`src/rtl/cfsb_pkg.sv`:
```
// Shared constants and types for the coarse/fine stencil box block.
// No dependencies; imported by cfsb_fdiv and coarse_fine_stencil_box_top.
package cfsb_pkg;

    // Default coordinate width and quotient bits retired per divider stage
    localparam int COORD_BITS_DEF = 24;
    localparam int DIV_DIGITS     = 4;

    // Configuration field widths
    localparam int AXES_W     = 2;
    localparam int REFINE_W   = 5;
    localparam int STEP_W     = 2;
    localparam int CFG_IDX_W  = 3;
    localparam int CFG_DATA_W = 5;

    // Configuration register indexes
    typedef enum logic [CFG_IDX_W-1:0] {
        CFG_ACTIVE_AXES = 3'd0,
        CFG_REFINE_X    = 3'd1,
        CFG_REFINE_Y    = 3'd2,
        CFG_REFINE_Z    = 3'd3,
        CFG_STEP_X      = 3'd4,
        CFG_STEP_Y      = 3'd5,
        CFG_STEP_Z      = 3'd6
    } t_cfg_idx;

    // Reset values of the configuration registers
    localparam logic [AXES_W-1:0]   ACTIVE_AXES_RST = 2'd3;
    localparam logic [REFINE_W-1:0] REFINE_RST      = 5'd2;
    localparam logic [STEP_W-1:0]   STEP_RST        = 2'b00;

    // Stencil step encodings (two's complement)
    localparam logic [STEP_W-1:0] STEP_ZERO = 2'b00;
    localparam logic [STEP_W-1:0] STEP_POS  = 2'b01;
    localparam logic [STEP_W-1:0] STEP_NEG2 = 2'b10;
    localparam logic [STEP_W-1:0] STEP_NEG  = 2'b11;

endpackage

```
`src/rtl/cfsb_fdiv.sv`:
```
// Pipelined signed floor division by a small unsigned factor (1..31).
// Depends on cfsb_pkg; the quotient is taken from the last stage register.
module cfsb_fdiv
    import cfsb_pkg::*;
#(
    parameter int COORD_BITS = COORD_BITS_DEF
) (
    input  logic                       i_clk,
    input  logic signed [COORD_BITS:0] i_num,
    input  logic [REFINE_W-1:0]        i_refine,
    output logic signed [COORD_BITS:0] o_quot
);

    localparam int MW  = COORD_BITS;
    localparam int NDS = (MW + DIV_DIGITS - 1) / DIV_DIGITS;
    localparam int PW  = NDS * DIV_DIGITS;

    // Fold negative numerators: floor(x/r) = ~floor(~x/r) for x < 0
    logic          num_neg;
    logic [MW-1:0] num_mag;
    logic [PW-1:0] num_pad;

    assign num_neg = i_num[MW];
    assign num_mag = num_neg ? ~i_num[MW-1:0] : i_num[MW-1:0];
    assign num_pad = PW'(num_mag);

    // Stage registers: numerator bits shift out, quotient bits shift in
    logic [PW-1:0]       r_q   [NDS];
    logic                r_neg [NDS];
    logic [REFINE_W-1:0] r_rem [NDS-1];

    for (genvar g = 0; g < NDS; g++) begin : g_stage
        logic [PW-1:0]       q_in;
        logic [REFINE_W-1:0] rem_in;
        logic                neg_in;
        logic [PW-1:0]       n_q;
        logic [REFINE_W-1:0] n_rem;

        if (g == 0) begin : g_first
            assign q_in   = num_pad;
            assign rem_in = '0;
            assign neg_in = num_neg;
        end else begin : g_next
            assign q_in   = r_q[g-1];
            assign rem_in = r_rem[g-1];
            assign neg_in = r_neg[g-1];
        end

        // Restoring long division, DIV_DIGITS quotient bits per stage
        always_comb begin
            logic [REFINE_W:0] t;
            n_q   = q_in;
            n_rem = rem_in;
            for (int i = 0; i < DIV_DIGITS; i++) begin
                t   = {n_rem, n_q[PW-1]};
                n_q = {n_q[PW-2:0], 1'b0};
                if (t >= {1'b0, i_refine}) begin
                    t      = t - {1'b0, i_refine};
                    n_q[0] = 1'b1;
                end
                n_rem = t[REFINE_W-1:0];
            end
        end

        always_ff @(posedge i_clk) begin
            r_q[g]   <= n_q;
            r_neg[g] <= neg_in;
        end

        if (g < NDS - 1) begin : g_rem
            always_ff @(posedge i_clk) begin
                r_rem[g] <= n_rem;
            end
        end
    end

    // Unfold the sign of the quotient
    assign o_quot = r_neg[NDS-1] ? ~{1'b0, r_q[NDS-1][MW-1:0]}
                                 :  {1'b0, r_q[NDS-1][MW-1:0]};

endmodule

```
`config.mk`:
```
export PLATFORM = sky130hd
export DESIGN_NAME = cfsb_fdiv
export DESIGN_NICKNAME = d
export VERILOG_FILES = /design/src/rtl/cfsb_pkg.sv /design/src/rtl/cfsb_fdiv.sv
export SDC_FILE = /design/constraint.sdc
export NUM_CORES = 1
export LEC_CHECK = 0
export BUFFER_PORTS_ARGS = -buffer_cell sky130_fd_sc_hd__buf_2
export CORE_MARGIN = 4
export CORE_UTILIZATION = 55
export DETAILED_ROUTE_END_ITERATION = 7
export PLACE_DENSITY = 0.73
export SLEW_MARGIN = 20
export SYNTH_ARGS = -nofsm -noshare
export SYNTH_HDL_FRONTEND = slang
export SYNTH_SLANG_ARGS = --single-unit
```
`constraint.sdc`:
```
create_clock -name i_clk -period 12.8 [get_ports i_clk]
set_input_delay 1.28 -clock i_clk [delete_from_list [all_inputs] [get_ports i_clk]]
set_output_delay 1.28 -clock i_clk [all_outputs]
set_load 0.02 [all_outputs]
```
### After elaboration in Yosys (flattened, before gate mapping)

Memories as Yosys holds them, arrays and structs flattened.
Index checks and enable logic that the tools add are counted.

| word-level totals | value |
|---|---|
| RAM bits | 175 |
| memories | 3 |
| bits in registers | 0 |
| output and inout port bits | 25 |

| operators by class | value |
|---|---|
| mux-type cells | 49 |
| $add $sub $neg | 23 |
| bitwise logic cells | 2 |
| magnitude comparators | 24 |

Memories:

| memory | depth | width | rd ports | clocked after memory_dff | write ports | line | text |
|---|---|---|---|---|---|---|---|
| r_q | 6 | 24 | 6 | 0 | 6 | cfsb_fdiv.sv:28 | `logic [PW-1:0] r_q [NDS];` |
| r_rem | 5 | 5 | 5 | 0 | 5 | cfsb_fdiv.sv:30 | `logic [REFINE_W-1:0] r_rem [NDS-1];` |
| r_neg | 6 | 1 | 6 | 0 | 6 | cfsb_fdiv.sv:29 | `logic r_neg [NDS];` |

Operators by type and width:

| kind | count |
|---|---|
| $ge A6 B5 Y1 | 23 |
| $mux W5 | 23 |
| $sub A5 B5 Y5 | 22 |
| $mux W25 | 1 |
| $not A24 Y25 | 1 |
| $mux W1 | 24 |
| $mux W24 | 1 |
| $not A24 Y24 | 1 |
| $ge A1 B5 Y1 | 1 |
| $sub A1 B5 Y5 | 1 |

### Depth between registers and ports, before layout

| logic depth | value |
|---|---|
| depth in word-level cells | 10 |
| depth in mapped cells | 34 |

### Least setup slack after synthesis

No wires, ideal clock.

| timing path | value |
|---|---|
| path kind | in2reg |
| start | in i_refine[1] |
| end | mem r_rem[1][1] (netlist: r_rem[0][6]) |
| data arrival time | 7984 ps |
| required time | 12678 ps |
| buffers on the path | 2 |
| slack | 4694 ps |
| library setup time | 122 ps |
| stages on the path | 28 |
| path through | inv_1 > ha_1 > a211o_1 > nand3_1 > nand2_1 > o21ai_0 > inv_1 > ha_1 > a41o_1 > o22a_1 > or3_1 > buf_6 > mux2_4 > fa_1 > nor2b_1 > o21ai_0 > a31o_2 > o311a_1 > a21o_1 > buf_4 > mux2i_1 > fa_1 > a21o_1 > a21oi_1 > o21ai_0 > a21oi_1 > o221ai_2 > a221o_1 |

RTL lines:

| what | line | text |
|---|---|---|
| start, declared | cfsb_fdiv.sv:10 | `input logic [REFINE_W-1:0] i_refine,` |
| end, declared | cfsb_fdiv.sv:30 |  |

==> summary.md <==
| Metric | Value |
|---|---|
| Die H | `between 100 and 150 um` |
| Crit Reg-Reg Endpoint | `r_rem[0][9]` |
| Worst Path Max Fanout | `23` |
| Clock transition at the registers of the reported paths | `around 70 ps` |
| DR WL met2 | `about 9100 um` |
| Synth Register Bits | `about 180` |
| Critical path required time | `between 10,000 and 15,000 ps` |
| Syn Area/Cell | `around 10 um^2` |
| Die ar. | `0.0200 mm^2` |
| Vias in the first global route | `about 6,800` |
| Cell variety after synth | `84` |
| Final Hold Fails | `0` |
| RSZ-0062 raised after global routing | `false` |
| Chip width | `141 um` |
| Async set or reset register ratio after synthesis | `0` |
| Final nets | `roughly 1,200` |
| PortBufs | `55` |
| M1 WL | `8950 um` |
| CP max stage delay | `510 ps` |
| H-tree levels | `4` |
| Ys Warns | `0` |
| Placed instance area | `between 0.01 and 0.015 mm^2` |
| RePlAce Congestion | `~0.91` |
| CP Capture Type | `flip-flop` |
| HPWL Detailed | `around 14,000 um` |
| Critical path arrival | `between 9000 and 10,000 ps` |
| Critical Path Source Type | `input pin` |
| Max Transition Viols Final | `0` |
| DRT Pass-1 Iters | `5` |
| Dominant synthesized flop cell | `dfxtp_1` |
| Worst Max-Slew Pin Slew | `789 ps` |
| Grt ovf | `0` |
| Ratio of cells with drive above 1 in the final layout | `0.148` |
| Vias/cell | `around 5.5` |
| Met3 wire length | `between 600 and 700 um` |
| Worst setup margin | `between 3000 and 4000 ps` |
| Io pins | `56` |
| Worst-Skew Late Latency | `430 ps` |
| Setup TNS | `0 ps` |
| Termination of the worst setup path | `r_rem[0][19]` |
| Final setup violation count | `0` |
| Critical R2R Launch | `r_q[0][23]` |
| Period Utilization, post-route | `0.703` |
| Status | `finished, final reports clean` |
| N_diodes | `0` |
| Top Layer Used | `met4` |
| Via count | `6,851` |
| Pre-CTS setup slack | `between 3000 and 4000 ps` |
| CTS tree | `done` |
| CTS max path bufs | `2` |
| CP startpoint | `i_refine[1]` |
| First-pass GRT wire length | `between 30,000 and 40,000 um` |
| Clock Skew | `11.7 ps` |
| Row count | `48` |
| Tmin final | `approximately 9000 ps` |
| Post-synth EDFFs | `0` |
| Clk sink count | `175` |
| Postcts setup bufs | `0` |
| Worst path slowest cell | `buf_2` |
| Initial antenna violation count | `0` |
| Mapped Area | `around 0.0098 mm^2` |
| Root Driver | `clkbuf_16` |
| Detailed Route WL | `~19,000 um` |
| FF-to-FF path depth | `28` |
| DR iter-0 viols | `approximately 370` |
| Total track usage | `0.200` |
| Post-CTS Resized | `0` |
| Mapped Nets | `around 1,100` |
| DRC viols | `0` |
| Setup slack, reg-to-reg | `approximately 5500 ps` |
| Fill cell count | `approximately 1,400` |
| CTS Buf Count | `17` |
| Worst hold margin | `between 300 and 400 ps` |
| Area Growth Syn to Fin | `11.4%` |
| Wire per inst | `approximately 15 um` |
| Maximum number of pins on one net before global-route repair | `26` |
| Count of max-cap constraint violations | `0` |
| Slew HR | `0.474` |
| Post-CTS Hold Buffers | `0` |
| Initial Utilization | `0.563` |
| FMAX | `roughly 110 MHz` |
| Register area share after synthesis | `0.359` |
| Routed Antenna Nets | `0` |
| Post-Synthesis Cells | `950` |
| HP Class | `reg2reg` |
| Core box area | `0.0174 mm^2` |
| Crit path kind | `in2reg` |
| Final non-filler cell area | `approximately 0.011 mm^2` |
[cell families after synthesis]
| family | synth area share |
|---|---|
| xor gates and xnor gates | 0.0870 |
| and+or+nand+nor | 0.0979 |
| muxes | 0.0648 |
| AOI/OAI and AO/OA | 0.155 |
| buffers and inverters | 0.0416 |
| DFF | 0.359 |
| adders and majority gates | 0.195 |
[per-stage QoR]
step	cells	utilization
6_report	1253	0.627
5_1_grt	1253	0.627
4_1_cts	1253	0.627
3_5_place_dp	1221	0.593
3_3_place_gp	1221	0.593
2_1_floorplan	950	-
[per-layer routing]
metal,track usage,vias up
met1,0.263,3176
met5,0,-
met3,0.0351,30
li1,-,3525
met2,0.333,120
met4,0.0668,0
[worst max-delay path: cells and delay by family]
kind                     cells  cell delay [ps]
AO/OA/AOI/OAI               14             3100
adder cells (fa/ha/maj)      4             1600
buffers and inverters        5             1560
multiplexers                 3              890
AND/OR/NAND/NOR              3              790
[flip-flops by register name, indices dropped and copies added, names as in the netlist]
signal,count
r_neg,6
r_rem,25
r_q,144
[synthesized netlist by cell type, types with 11 or more instances]
cell type,n,area share
o21ai_0,27,0.014
and3_1,12,0.0077
dfxtp_1,175,0.36
nor2_1,27,0.010
inv_1,83,0.032
fa_1,22,0.045
ha_1,117,0.15
xnor2_1,35,0.031
mux2_2,25,0.029
a21o_1,31,0.024
nand2_1,38,0.015
a21oi_1,56,0.029
mux2i_1,24,0.025
nand3_1,19,0.0097
xor2_1,62,0.056
nand2b_1,11,0.0070
[layout make-up]
cell class	instances	area [um^2]	area share
well taps	225	282	0.0259
multi-input cells	673	5860	0.539
repair buffers	60	313	0.0288
flip-flops and latches	175	3500	0.322
clock buffers	18	439	0.0404
clock inverters	14	148	0.0136
inverters	88	335	0.0308
[placed cells by master, fill, tap and decap left out, types with 7 or more instances in the layout]
master and count:
a211oi_1 9, a21o_1 31, a21oi_1 56, a221o_1 7, a31oi_1 10, and3_1 12
buf_2 55, clkbuf_16 17, dfxtp_1 175, fa_1 22, ha_1 117, inv_1 83
mux2_2 25, mux2i_1 24, nand2_1 38, nand2b_1 11, nand3_1 19, nand3b_1 7
nor2_1 27, nor2b_1 10, o21a_1 7, o21ai_0 27, or3_1 8, xnor2_1 35
xor2_1 62
[worst min-delay path by stage]
stage,cells after the start,from,slack (ps),endpoint
global route,0,r_q[1][17],320,r_q[2][21]
CTS,0,r_q[1][15],320,r_q[2][19]
global placement,0,r_neg[3],310,r_neg[4]
floorplan,0,r_neg[0],310,r_neg[1]
detailed placement,0,r_q[0][9],310,r_q[1][13]
finish,0,r_q[0][6],320,r_q[1][10]
Power is not shown: default switching activity piles up to over one toggle a cycle in this logic, so the estimate is an artifact.
